### src/rtl/spsc_pkg.sv
// Package for the serial port shift controller: beat kinds, register offsets,
// control bit positions and reset values. No dependencies.
`timescale 1ns / 1ps

package spsc_pkg;

  typedef enum logic [1:0] {
    KIND_WRITE = 2'd0,
    KIND_READ  = 2'd1,
    KIND_TICK  = 2'd2,
    KIND_NOP   = 2'd3
  } kind_t;

  localparam logic [3:0] ADDR_DATA    = 4'h0;
  localparam logic [3:0] ADDR_STATUS  = 4'h4;
  localparam logic [3:0] ADDR_MODE    = 4'h8;
  localparam logic [3:0] ADDR_CONTROL = 4'hA;
  localparam logic [3:0] ADDR_BAUD    = 4'hE;

  localparam int unsigned CTL_TX_EN    = 0;
  localparam int unsigned CTL_DTR      = 1;
  localparam int unsigned CTL_RX_EN    = 2;
  localparam int unsigned CTL_ACK      = 4;
  localparam int unsigned CTL_RESET    = 6;
  localparam int unsigned CTL_LEN_LO   = 8;
  localparam int unsigned CTL_LEN_HI   = 9;
  localparam int unsigned CTL_TX_IRQ   = 10;
  localparam int unsigned CTL_RX_IRQ   = 11;
  localparam int unsigned CTL_DSR_IRQ  = 12;
  localparam int unsigned CTL_PORT_SEL = 13;

  localparam logic [15:0] CTL_STORE_MASK = 16'hFFAF;
  localparam logic [7:0]  PERIOD_RESET   = 8'h88;

  typedef struct packed {
    kind_t       kind;
    logic [3:0]  addr;
    logic [31:0] wdata;
    logic        rxd;
    logic        dsr;
  } in_beat_t;

  typedef struct packed {
    logic [31:0] rdata;
    logic        txd;
    logic        strobe;
    logic        dtr0;
    logic        dtr1;
    logic        irq;
  } out_beat_t;

endpackage

### src/rtl/serial_port_shift_controller.sv
// Serial port shift controller: register file, bit divider, transmit and
// receive shifters, interrupt logic. Depends on spsc_pkg.
`timescale 1ns / 1ps

// Usage:
//   Input channel (in_valid/in_ready): one beat is a bus write, a bus read,
//   one clock tick carrying the sampled receive and DSR lines, or a no-op.
//   Result channel (out_valid/out_ready): exactly one result beat per input
//   beat, in order: read data, transmit bit, bit strobe, DTR levels and the
//   interrupt level after the beat.
//   Configuration: cfg_we writes cfg_wdata into the bit period at once.
//   Throughput: one beat per cycle while out_ready is high; the single pass
//   from the input register through the register update logic into the
//   result register sets it. A taken beat waits in the input register and
//   its result in the result register.
//   Reset: all port state, the interrupt and the divider clear, the bit
//   period returns to 136, and no beat is held in either register.
//   Stall: while a result waits and out_ready is low, the result register
//   holds, and an input beat held behind it keeps in_ready low.
module serial_port_shift_controller (
  input  logic        clk,
  input  logic        rst_n,
  input  logic        in_valid,
  output logic        in_ready,
  input  logic [1:0]  in_mode,
  input  logic [3:0]  in_addr,
  input  logic [31:0] in_wdata,
  input  logic        in_rxd_in,
  input  logic        in_dsr_in,
  output logic        out_valid,
  input  logic        out_ready,
  output logic [31:0] out_rdata,
  output logic        out_txd_out,
  output logic        out_bit_strobe,
  output logic        out_dtr_port0,
  output logic        out_dtr_port1,
  output logic        out_irq_level,
  input  logic        cfg_we,
  input  logic [7:0]  cfg_wdata
);

  spsc_pkg::in_beat_t  stage_r;
  logic                stage_v_r;
  spsc_pkg::out_beat_t res_r, res_nxt;
  logic                out_v_r;
  logic                advance;

  logic [7:0]  period_r;
  logic [31:0] tx_shift_r, tx_shift_nxt;
  logic [31:0] rx_shift_r, rx_shift_nxt;
  logic [4:0]  tx_count_r, tx_count_nxt;
  logic [4:0]  rx_count_r, rx_count_nxt;
  logic        tx_busy_r, tx_busy_nxt;
  logic        rx_busy_r, rx_busy_nxt;
  logic        rx_ready_r, rx_ready_nxt;
  logic [15:0] control_r, control_nxt;
  logic [15:0] mode_r, mode_nxt;
  logic [15:0] baud_r, baud_nxt;
  logic        dsr_prev_r, dsr_prev_nxt;
  logic [7:0]  div_r, div_nxt;
  logic        irq_r, irq_nxt;

  logic [5:0]  word_len;
  logic        tx_done, rx_done, step_go;
  logic [8:0]  div_sum;

  assign advance  = stage_v_r && (!out_v_r || out_ready);
  assign in_ready = !stage_v_r || advance;

  assign word_len = {1'b0, control_r[spsc_pkg::CTL_LEN_HI:spsc_pkg::CTL_LEN_LO], 3'b000}
                    + 6'd8;
  assign tx_done  = ({1'b0, tx_count_r} + 6'd1) >= word_len;
  assign rx_done  = ({1'b0, rx_count_r} + 6'd1) >= word_len;
  assign step_go  = (rx_busy_r && control_r[spsc_pkg::CTL_RX_EN]) ||
                    (tx_busy_r && control_r[spsc_pkg::CTL_TX_EN]);
  assign div_sum  = {1'b0, div_r} + {1'b0, period_r};

  always_comb begin
    tx_shift_nxt = tx_shift_r;
    rx_shift_nxt = rx_shift_r;
    tx_count_nxt = tx_count_r;
    rx_count_nxt = rx_count_r;
    tx_busy_nxt  = tx_busy_r;
    rx_busy_nxt  = rx_busy_r;
    rx_ready_nxt = rx_ready_r;
    control_nxt  = control_r;
    mode_nxt     = mode_r;
    baud_nxt     = baud_r;
    dsr_prev_nxt = dsr_prev_r;
    div_nxt      = div_r;
    irq_nxt      = irq_r;
    res_nxt      = '0;

    unique case (stage_r.kind)
      spsc_pkg::KIND_WRITE: begin
        unique case (stage_r.addr)
          spsc_pkg::ADDR_DATA: begin
            tx_shift_nxt = stage_r.wdata;
            tx_busy_nxt  = 1'b1;
          end
          spsc_pkg::ADDR_MODE: mode_nxt = stage_r.wdata[15:0];
          spsc_pkg::ADDR_CONTROL: begin
            control_nxt = stage_r.wdata[15:0] & spsc_pkg::CTL_STORE_MASK;
            if (stage_r.wdata[spsc_pkg::CTL_ACK]) begin
              irq_nxt = 1'b0;
            end
            if (stage_r.wdata[spsc_pkg::CTL_RESET]) begin
              irq_nxt      = 1'b0;
              rx_busy_nxt  = 1'b0;
              tx_busy_nxt  = 1'b0;
              rx_ready_nxt = 1'b0;
              tx_shift_nxt = '0;
              rx_shift_nxt = '0;
              rx_count_nxt = '0;
              tx_count_nxt = '0;
              mode_nxt     = '0;
              control_nxt  = '0;
              baud_nxt     = '0;
            end
          end
          spsc_pkg::ADDR_BAUD: baud_nxt = stage_r.wdata[15:0];
          default: ;
        endcase
      end
      spsc_pkg::KIND_READ: begin
        unique case (stage_r.addr)
          spsc_pkg::ADDR_DATA: begin
            res_nxt.rdata = rx_shift_r;
            rx_ready_nxt  = 1'b0;
            rx_busy_nxt   = 1'b1;
          end
          spsc_pkg::ADDR_STATUS:  res_nxt.rdata = {30'd0, rx_ready_r, !tx_busy_r};
          spsc_pkg::ADDR_MODE:    res_nxt.rdata = {16'd0, mode_r};
          spsc_pkg::ADDR_CONTROL: res_nxt.rdata = {16'd0, control_r};
          spsc_pkg::ADDR_BAUD:    res_nxt.rdata = {16'd0, baud_r};
          default: ;
        endcase
      end
      spsc_pkg::KIND_TICK: begin
        if (div_r <= 8'd1) begin
          div_nxt        = (div_sum == 9'd0) ? 8'd0 : 8'(div_sum - 9'd1);
          res_nxt.strobe = 1'b1;
          if (step_go) begin
            if (tx_busy_r) begin
              res_nxt.txd = tx_shift_r[tx_count_r];
              if (tx_done) begin
                tx_count_nxt = '0;
                tx_busy_nxt  = 1'b0;
                if (control_r[spsc_pkg::CTL_TX_IRQ]) begin
                  irq_nxt = 1'b1;
                end
              end else begin
                tx_count_nxt = tx_count_r + 5'd1;
              end
            end
            if (rx_busy_r) begin
              rx_shift_nxt[rx_count_r] = stage_r.rxd;
              if (rx_done) begin
                rx_count_nxt = '0;
                rx_busy_nxt  = 1'b0;
                rx_ready_nxt = 1'b1;
                if (control_r[spsc_pkg::CTL_RX_IRQ]) begin
                  irq_nxt = 1'b1;
                end
              end else begin
                rx_count_nxt = rx_count_r + 5'd1;
              end
            end
          end
        end else begin
          div_nxt = div_r - 8'd1;
        end
        if (stage_r.dsr && !dsr_prev_r && control_r[spsc_pkg::CTL_DSR_IRQ]) begin
          irq_nxt = 1'b1;
        end
        dsr_prev_nxt = stage_r.dsr;
      end
      spsc_pkg::KIND_NOP: ;
    endcase

    res_nxt.dtr0 = control_nxt[spsc_pkg::CTL_DTR] && !control_nxt[spsc_pkg::CTL_PORT_SEL];
    res_nxt.dtr1 = control_nxt[spsc_pkg::CTL_DTR] && control_nxt[spsc_pkg::CTL_PORT_SEL];
    res_nxt.irq  = irq_nxt;
  end

  always_ff @(posedge clk) begin
    if (!rst_n) begin
      period_r <= spsc_pkg::PERIOD_RESET;
    end else if (cfg_we) begin
      period_r <= cfg_wdata;
    end
  end

  always_ff @(posedge clk) begin
    if (!rst_n) begin
      stage_v_r  <= 1'b0;
      out_v_r    <= 1'b0;
      tx_shift_r <= '0;
      rx_shift_r <= '0;
      tx_count_r <= '0;
      rx_count_r <= '0;
      tx_busy_r  <= 1'b0;
      rx_busy_r  <= 1'b0;
      rx_ready_r <= 1'b0;
      control_r  <= '0;
      mode_r     <= '0;
      baud_r     <= '0;
      dsr_prev_r <= 1'b0;
      div_r      <= '0;
      irq_r      <= 1'b0;
    end else begin
      if (in_ready) begin
        stage_v_r <= in_valid;
      end
      if (advance) begin
        out_v_r    <= 1'b1;
        tx_shift_r <= tx_shift_nxt;
        rx_shift_r <= rx_shift_nxt;
        tx_count_r <= tx_count_nxt;
        rx_count_r <= rx_count_nxt;
        tx_busy_r  <= tx_busy_nxt;
        rx_busy_r  <= rx_busy_nxt;
        rx_ready_r <= rx_ready_nxt;
        control_r  <= control_nxt;
        mode_r     <= mode_nxt;
        baud_r     <= baud_nxt;
        dsr_prev_r <= dsr_prev_nxt;
        div_r      <= div_nxt;
        irq_r      <= irq_nxt;
      end else if (out_ready) begin
        out_v_r <= 1'b0;
      end
    end
  end

  always_ff @(posedge clk) begin
    if (in_valid && in_ready) begin
      stage_r.kind  <= spsc_pkg::kind_t'(in_mode);
      stage_r.addr  <= in_addr;
      stage_r.wdata <= in_wdata;
      stage_r.rxd   <= in_rxd_in;
      stage_r.dsr   <= in_dsr_in;
    end
    if (advance) begin
      res_r <= res_nxt;
    end
  end

  assign out_valid      = out_v_r;
  assign out_rdata      = res_r.rdata;
  assign out_txd_out    = res_r.txd;
  assign out_bit_strobe = res_r.strobe;
  assign out_dtr_port0  = res_r.dtr0;
  assign out_dtr_port1  = res_r.dtr1;
  assign out_irq_level  = res_r.irq;

  a_stage_hold: assert property (@(posedge clk) disable iff (!rst_n)
    stage_v_r && !advance |=> stage_v_r)
    else $error("input beat dropped while blocked");

  a_tx_idle_count: assert property (@(posedge clk) disable iff (!rst_n)
    !tx_busy_r |-> tx_count_r == 5'd0)
    else $error("transmit count nonzero while idle");

  a_rx_idle_count: assert property (@(posedge clk) disable iff (!rst_n)
    !rx_busy_r |-> rx_count_r == 5'd0)
    else $error("receive count nonzero while idle");

  a_strobe_no_rdata: assert property (@(posedge clk) disable iff (!rst_n)
    out_v_r && res_r.strobe |-> res_r.rdata == 32'd0)
    else $error("read data on a tick result");

  a_txd_needs_strobe: assert property (@(posedge clk) disable iff (!rst_n)
    out_v_r && res_r.txd |-> res_r.strobe)
    else $error("transmit bit without a bit step");

endmodule

### config.mk
export PLATFORM = sky130hd
export DESIGN_NAME = serial_port_shift_controller
export DESIGN_NICKNAME = d
export VERILOG_FILES = /design/src/rtl/spsc_pkg.sv /design/src/rtl/serial_port_shift_controller.sv
export SDC_FILE = /design/constraint.sdc
export NUM_CORES = 1
export LEC_CHECK = 0
export BUFFER_PORTS_ARGS = -buffer_cell sky130_fd_sc_hd__buf_2
export CAP_MARGIN = 10
export CORE_AREA = 10 10 153 155
export CTS_CLUSTER_DIAMETER = 50
export DETAILED_ROUTE_END_ITERATION = 7
export DIE_AREA = 0 0 163 165
export HOLD_SLACK_MARGIN = 0.03
export PLACE_DENSITY = 0.75
export SYNTH_ARGS = -nofsm -noshare
export SYNTH_HDL_FRONTEND = slang
export SYNTH_SLANG_ARGS = --single-unit
export TNS_END_PERCENT = 5
### constraint.sdc
create_clock -name clk -period 4.27 [get_ports clk]
set_input_delay 1.281 -clock clk [delete_from_list [all_inputs] [get_ports clk]]
set_output_delay 1.281 -clock clk [all_outputs]
set_load 0.01 [all_outputs]
==> results of run 1 <==
-- per-layer routing --
metal	vias to the layer above	share of wire [%]	GRT usage, %
met5	-	0	0
met4	0	2.6	5.57
met3	57	8.5	3.61
met2	307	46	29.0
met1	3801	43	24.1
li1	3971	-	-
-- tightest hold or removal path, cell delays in order, from the launching register on --
cell,delay (ns)
dfxtp_1,0.30
nand2_1,0.05
a21oi_1,0.05
-- power groups by stage --
stage	clock network, mW	logic (mW)	registers, mW
final	2.02	0.290	2.26
after global routing	2.16	0.324	2.27
after CTS	2.06	0.290	2.26
after detailed placement	0	0.288	2.31
after global placement	0	0.285	2.31
after floorplan	0	0.195	2.30
-- cell usage after synthesis, types with 4 or more instances --
master and instances:
a222oi_1 14, a221oi_1 4, a22oi_1 16, o21ai_0 52, nor3_1 10, a31oi_1 6
mux2i_1 14, nor2_1 77, edfxtp_1 77, o211ai_1 4, nand3b_1 4, a21boi_0 4
nand2b_1 4, nand4_1 7, nor4_1 7, o31ai_1 4, mux4_2 10, or3_1 5
buf_2 8, dfxtp_1 143, xor2_1 5, a21oi_1 166, a21o_1 5, nand3_1 64
ha_1 28, nor2b_1 4, nand2_1 120, and2_1 23, and3_1 15, inv_1 23
or4_1 4, xnor2_1 9, nor3b_1 15, clkbuf_1 75
-- cell type report --
class | count | area share [%]
Inverter | 24 | 0.797
Clock buffer | 33 | 5.72
Tap cell | 270 | 2.95
Clock inverter | 12 | 1.06
Timing Repair Buffer | 104 | 4.94
Multi-Input combinational cell | 743 | 39.4
Sequential cell | 220 | 45.2
-- registers in the layout, indices dropped and copies added (netlist names), 5 cells and up --
name        count
out_rdata      32
tx_count_r      5
rx_shift_r     32
mode_r         16
tx_shift_r     32
stage_r        40
rx_count_r      5
baud_r         16
div_r           8
period_r        8
control_r      14
-- cell families after synthesis --
| group | count (synthesis) |
|---|---|
| buffers and inverters | 107 |
| DFF | 220 |
| xor gates and xnor gates | 14 |
| adders and majority gates | 29 |
| muxes | 25 |
| and+or+nand+nor | 377 |
| AOI/OAI and AO/OA | 298 |
-- through the flow --
step | cell area [sq um] | instances | utilization (%)
floorplan | 10100 | 1070 | -
global placement | 10700 | 1361 | 53.0
detailed placement | 10700 | 1361 | 53.0
CTS | 11500 | 1406 | 56.8
global route | 11500 | 1406 | 56.8
finish | 11500 | 1406 | 56.8
-- worst max path at each step --
stage                     depth (start not counted)  slack, ns                    endpoint
after global routing                             10       0.74  rx_count_r[4]$_SDFFE_PN0P_
after global placement                            6       0.99  rx_count_r[2]$_SDFFE_PN0P_
final                                            10       1.00  rx_count_r[4]$_SDFFE_PN0P_
after detailed placement                          7       0.86  rx_shift_r[3]$_SDFFE_PN0P_
after floorplan                                   8       0.36  control_r[10]$_SDFFE_PN0P_
after CTS                                        10       1.06  rx_count_r[4]$_SDFFE_PN0P_
==> results.json, run 1 <==
{
  "tightest_slew_ns": 0.921,
  "nNetsFinal": 1200,
  "max_stage_delay_ns": 0.52,
  "slew_headroom_pct": 38.6,
  "ff2ff_path_depth": 10,
  "ctsResizeCount": 0,
  "path_buf_inv": 0,
  "drtIter0Drc": 761,
  "min_path_type": "reg -> reg",
  "clock_path_buffers": 3,
  "gr-total-overflow": 0,
  "synthArstFlopShare_pct": 0,
  "vias": 8136,
  "syn_nets": 1152,
  "power_mw": 4.57,
  "die_h_um": 165,
  "num_io_pins": 92,
  "synth-edff-count": 77,
  "drv_slew": 0,
  "dp.final_hpwl_mm": 16.6,
  "cp_max_fo": 8,
  "reg2reg_to": "rx_count_r[4]$_SDFFE_PN0P_",
  "yosysUniqueCellTypes": 61,
  "start_kind": "flop",
  "yosys_warnings": 0,
  "syn_area_sq_um": 10100,
  "syn_inst": 1070,
  "cap_viol_max_count": 0,
  "r2r_slack_ns": 1.00,
  "cts_tree": "done",
  "status": "complete, no violations",
  "routed_wl_mm": 24.8,
  "grt_antenna_before_repair": 0,
  "clockRootBuffer": "clkbuf_16",
  "insertedDiodeCount": 0,
  "fill_cells": 1769,
  "synthXorXnorAreaFrac_pct": 1.22,
  "r2r-start": "rx_count_r[0]$_SDFFE_PN0P_",
  "hold_end": "tx_shift_r[4]$_SDFFE_PN0P_",
  "clkPwrFrac_pct": 44.1,
  "via_per_inst": 5.79,
  "p_seq_share_pct": 49.5,
  "startpoint": "rx_count_r[0]$_SDFFE_PN0P_",
  "p_leak_nw": 4.05,
  "synth_top_family_by_area": "simple AND/OR/NAND/NOR gates",
  "end_kind": "flop",
  "die_area_sq_um": 26900,
  "synth_seq_cells": 220,
  "rows": 52,
  "post_cts_buffers": 0,
  "clock_sinks": 220,
  "p_sw_share_pct": 23.7,
  "synth-main-ff-cell": "dfxtp_1",
  "layout_setup_ws_ns": 1.00,
  "die_x_um": 163,
  "core_area_sq_um": 20200,
  "rsz0062_at_grt": "no",
  "grt_pass1_vias": 7699,
  "final.setup.tns_ns": 0,
  "finalHoldViolations": 0,
  "yosysTopAreaCellShare_pct": 28.4,
  "power_density_nw_per_um2": 399,
  "crit_type": "reg -> reg",
  "yosys.area_share.simple_pct": 18.4,
  "gp_congestion": 0.850,
  "multiInputGateArea_sq_um": 4510,
  "skew_ns": 0.0107,
  "synth_compound_area_share_pct": 17.5,
  "ant_nets": 0,
  "grt_pass1_wl_mm": 39.8,
  "synthAdderAreaFrac_pct": 3.67,
  "yosysSeqAreaShare_pct": 51.3,
  "insertion_delay_ns": 0.52,
  "avgRoutedWirePerCell_um": 17.6,
  "grt_max_degree": 54,
  "layout.cells.most_common_list": "166 x a21oi_1, 143 x dfxtp_1, 120 x nand2_1",
  "cp.required_ns": 4.71,
  "first_pass_iters": 5,
  "drc": 0,
  "final_common_cell": "a21oi_1",
  "drive_above_1_share_pct": 14.7,
  "max_freq_ghz": 0.306,
  "worstPathArrival_ns": 3.71,
  "syn_area_per_cell_sq_um": 9.42,
  "cp_slowest_cell": "or3b_2",
  "period_needed_ns": 3.27,
  "seqCellArea_sq_um": 5170,
  "hold_slack_ns": 0.451,
  "hold_path_startpoint": "tx_shift_r[4]$_SDFFE_PN0P_",
  "yosys.area.top_type": "dfxtp_1",
  "setup_viol": 0,
  "clk_pin_slew_worst_paths_ns": 0.06,
  "min_delay_path_depth": 2,
  "worstPathCellList": "ha_1 -> and2_1 -> nand2_1 -> xnor2_1 -> ha_1 -> a21boi_0 -> o21ai_0 -> nand3_1 -> or3b_2 -> a21oi_1",
  "grt_usage_pct": 18.1,
  "numCtsBuffers": 25,
  "htree_levels": 1,
  "muxShareOfSynthArea_pct": 3.77,
  "pre_cts_ws_ns": 0.863,
  "peakVddDrop_v": 0.000310,
  "initial_core_util_pct": 50.0,
  "period_share_pct": 76.5,
  "port_buffers": 91,
  "cts_hold_buffers": 0,
  "crit_path_frequent_cell": "ha_1",
  "power_frac_comb_pct": 6.4,
  "p_sw_mw": 1.08,
  "internal-power_mw": 3.49,
  "synth_area_leaders": "dfxtp_1 28%, edfxtp_1 23%, a21oi_1 8.2%, nand2_1 4.5%, ha_1 3.5%",
  "areaGrowthSynthToFinish_pct": 13.7,
  "cpLargestDelayFamily": "simple AND/OR/NAND/NOR gates"
}
Power figures use the tool's default switching activity.
==> inputs of run 2 (changes only) <==
Settings changed: ABC_AREA set to 1, CORE_AREA 10 10 153 155 to 10 10 155 157, DIE_AREA 0 0 163 165 to 0 0 165 167, PLACE_DENSITY 0.75 to 0.77.
Clock period 4.27 ns to 2.65 ns, I/O delays scaled along.
==> run 2 against run 1 <==
  * Total power grew 68%
  * Register-to-register slack worse by 0.72 ns
  * Count of clock-buffer cells in the layout is 3 lower
  * Largest cell class unchanged
==> results.json, run 2 <==
{
  "first_pass_iters": 6,
  "yosysTopAreaCellShare_pct": 27.9,
  "drtIter0Drc": 814,
  "hold_path_startpoint": "in_wdata[14]",
  "reg2reg_to": "rx_shift_r[6]$_SDFFE_PN0P_",
  "min_path_type": "in -> reg",
  "synthArstFlopShare_pct": 0,
  "hold_end": "stage_r[16]$_DFFE_PP_",
  "drc": 0,
  "insertion_delay_ns": 0.52,
  "syn_nets": 1338,
  "synth_commonest_cells": "196 x nor2_1, 163 x nand2_1, 143 x dfxtp_1",
  "die_x_um": 165,
  "ff2ff_path_depth": 13,
  "routed_wl_mm": 25.6,
  "avgRoutedWirePerCell_um": 15.7,
  "ant_nets": 0,
  "cp_max_fo": 53,
  "cap_viol_max_count": 0,
  "path_buf_inv": 4,
  "htree_levels": 1,
  "yosys_warnings": 0,
  "finalHoldViolations": 0,
  "vias": 8891,
  "end_kind": "flop",
  "grt_usage_pct": 18.4,
  "yosysMostFrequentCell": "nor2_1",
  "drv_slew": 0,
  "areaGrowthSynthToFinish_pct": 15.3,
  "layout_setup_ws_ns": 0.281,
  "final_common_cell": "nor2_1",
  "die_area_sq_um": 27600,
  "yosysSeqAreaShare_pct": 50.5,
  "setup_viol": 0,
  "insertedDiodeCount": 0,
  "max_stage_delay_ns": 0.34,
  "fin_util_pct": 56.8,
  "dp.final_hpwl_mm": 17.7,
  "min_delay_path_depth": 1,
  "top_register": "stage_r",
  "numCtsBuffers": 26,
  "tightest_slew_ns": 0.588,
  "synth_area_leaders": "dfxtp_1 28%, edfxtp_1 23%, nor2_1 7.2%, a21oi_1 6.3%, nand2_1 6.0%",
  "port_buffers": 91,
  "grt_max_degree": 58,
  "drive_above_1_share_pct": 14.7,
  "start_kind": "flop",
  "r2r-start": "div_r[0]$_SDFFE_PN0P_",
  "slew_headroom_pct": 60.7,
  "cp_slowest_cell": "dfxtp_1",
  "period_share_pct": 89.4,
  "skew_ns": 0.0112,
  "max_freq_ghz": 0.422,
  "pre_cts_ws_ns": 0.182,
  "initial_core_util_pct": 49.2,
  "clockRootBuffer": "clkbuf_16",
  "cp.required_ns": 3.04,
  "synth_seq_cells": 220,
  "grt_antenna_before_repair": 0,
  "die_h_um": 167,
  "syn_inst": 1256,
  "nNetsFinal": 1419,
  "rsz0062_at_grt": "no",
  "gr-total-overflow": 0,
  "num_io_pins": 92,
  "status": "complete, no violations",
  "r2r_slack_ns": 0.28,
  "cpLargestDelayFamily": "simple AND/OR/NAND/NOR gates",
  "clock_sinks": 220,
  "cts_tree": "done",
  "rows": 53,
  "via_per_inst": 5.45,
  "crit_type": "reg -> reg",
  "post_cts_buffers": 0,
  "largest_reg_flops": 40,
  "synth-edff-count": 77,
  "gp_congestion": 0.888,
  "layout.cells.most_common_list": "194 x nor2_1, 163 x nand2_1, 142 x dfxtp_1",
  "core_area_sq_um": 20800,
  "final.setup.tns_ns": 0,
  "worstPathCellList": "inv_1 -> ha_1 -> inv_1 -> a21oi_2 -> nand3_4 -> nand2_2 -> inv_2 -> nor2_4 -> nand2_2 -> inv_6 -> o21ai_0 -> nand2_1 -> a21oi_1",
  "grt_pass1_wl_mm": 42.5,
  "yosys.area.top_type": "dfxtp_1",
  "synth-main-ff-cell": "dfxtp_1",
  "syn_area_sq_um": 10300,
  "power_density_nw_per_um2": 649,
  "yosysUniqueCellTypes": 43,
  "worstPathArrival_ns": 2.76,
  "p_leak_nw": 4.84,
  "grt_pass1_vias": 8656,
  "syn_area_per_cell_sq_um": 8.16,
  "period_needed_ns": 2.37,
  "clk_pin_slew_worst_paths_ns": 0.06,
  "peakVddDrop_v": 0.000476,
  "clock_path_buffers": 3
}
run 2: layout make-up:
class	instances	area (sq um)
clock inverters	18	151
clock buffers	30	687
multi-input cells	839	4270
fillers	1910	9000
well taps	275	344
repair buffers	115	673
flip-flops and latches	220	5180
inverters	135	512
run 2: timing repair:
item                       4_1_cts  5_1_grt
gates resized for setup          0        3
hold buffers                     0        0
setup endpoints to repair        0        7
run 2: metal layers:
layer / up-vias / share of wire (%) / global-route usage, %
met4: 0 / 2.8 / 6.05
met1: 4116 / 43 / 24.3
met5: - / 0 / 0
met3: 51 / 7.1 / 3.06
li1: 4412 / - / -
met2: 312 / 47 / 29.7
run 2: worst register-to-register path, delay by kind of cell (launching register included):
| kind | cells | cell delay [ns] |
|---|---|---|
| buffers and inverters | 4 | 0.58 |
| DFF | 1 | 0.34 |
| AOI/OAI and AO/OA | 3 | 0.41 |
| and+or+nand+nor | 5 | 0.64 |
| adders and majority gates | 1 | 0.26 |
run 2: power by group:
group,switching (mW),leakage [nW],total [mW],internal (mW)
Clock,1.45,0.415,3.44,1.99
Sequential,0.0575,1.90,3.64,3.59
Combinational,0.385,2.53,0.579,0.194
Total,1.90,4.84,7.67,5.77
run 2: how the worst max path moves through the flow:
stage                     startpoint                         end  cells after the start
3_5_place_dp               out_ready  rx_shift_r[3]$_SDFFE_PN0P_                     12
6_report       div_r[0]$_SDFFE_PN0P_  rx_shift_r[6]$_SDFFE_PN0P_                     13
5_1_grt        div_r[0]$_SDFFE_PN0P_       div_r[7]$_SDFFE_PN0P_                     13
4_1_cts        div_r[0]$_SDFFE_PN0P_  rx_shift_r[6]$_SDFFE_PN0P_                     13
3_3_place_gp               out_ready      baud_r[4]$_SDFFE_PN0P_                     10
2_1_floorplan              out_ready  rx_shift_r[3]$_SDFFE_PN0P_                     12
run 2: logic make-up after synthesis:
logic type / count (synthesis) / share of synthesized area, %
AO/OA/AOI/OAI: 329 / 18.1
XOR/XNOR: 9 / 0.769
adder cells (fa/ha/maj): 29 / 3.61
buffers and inverters: 197 / 7.89
flip-flops: 220 / 50.5
AND/OR/NAND/NOR: 472 / 19.2
run 2: per-stage QoR:
step | cell area, sq um | instances | hold slack [ns] | total power [mW]
after CTS | 11800 | 1632 | 0.423 | 7.73
after floorplan | 10300 | 1256 | 0.426 | 4.09
after global routing | 11800 | 1632 | 0.424 | 7.97
after global placement | 11000 | 1584 | 0.442 | 4.28
final | 11800 | 1632 | 0.441 | 7.67
after detailed placement | 11000 | 1584 | 0.450 | 4.29
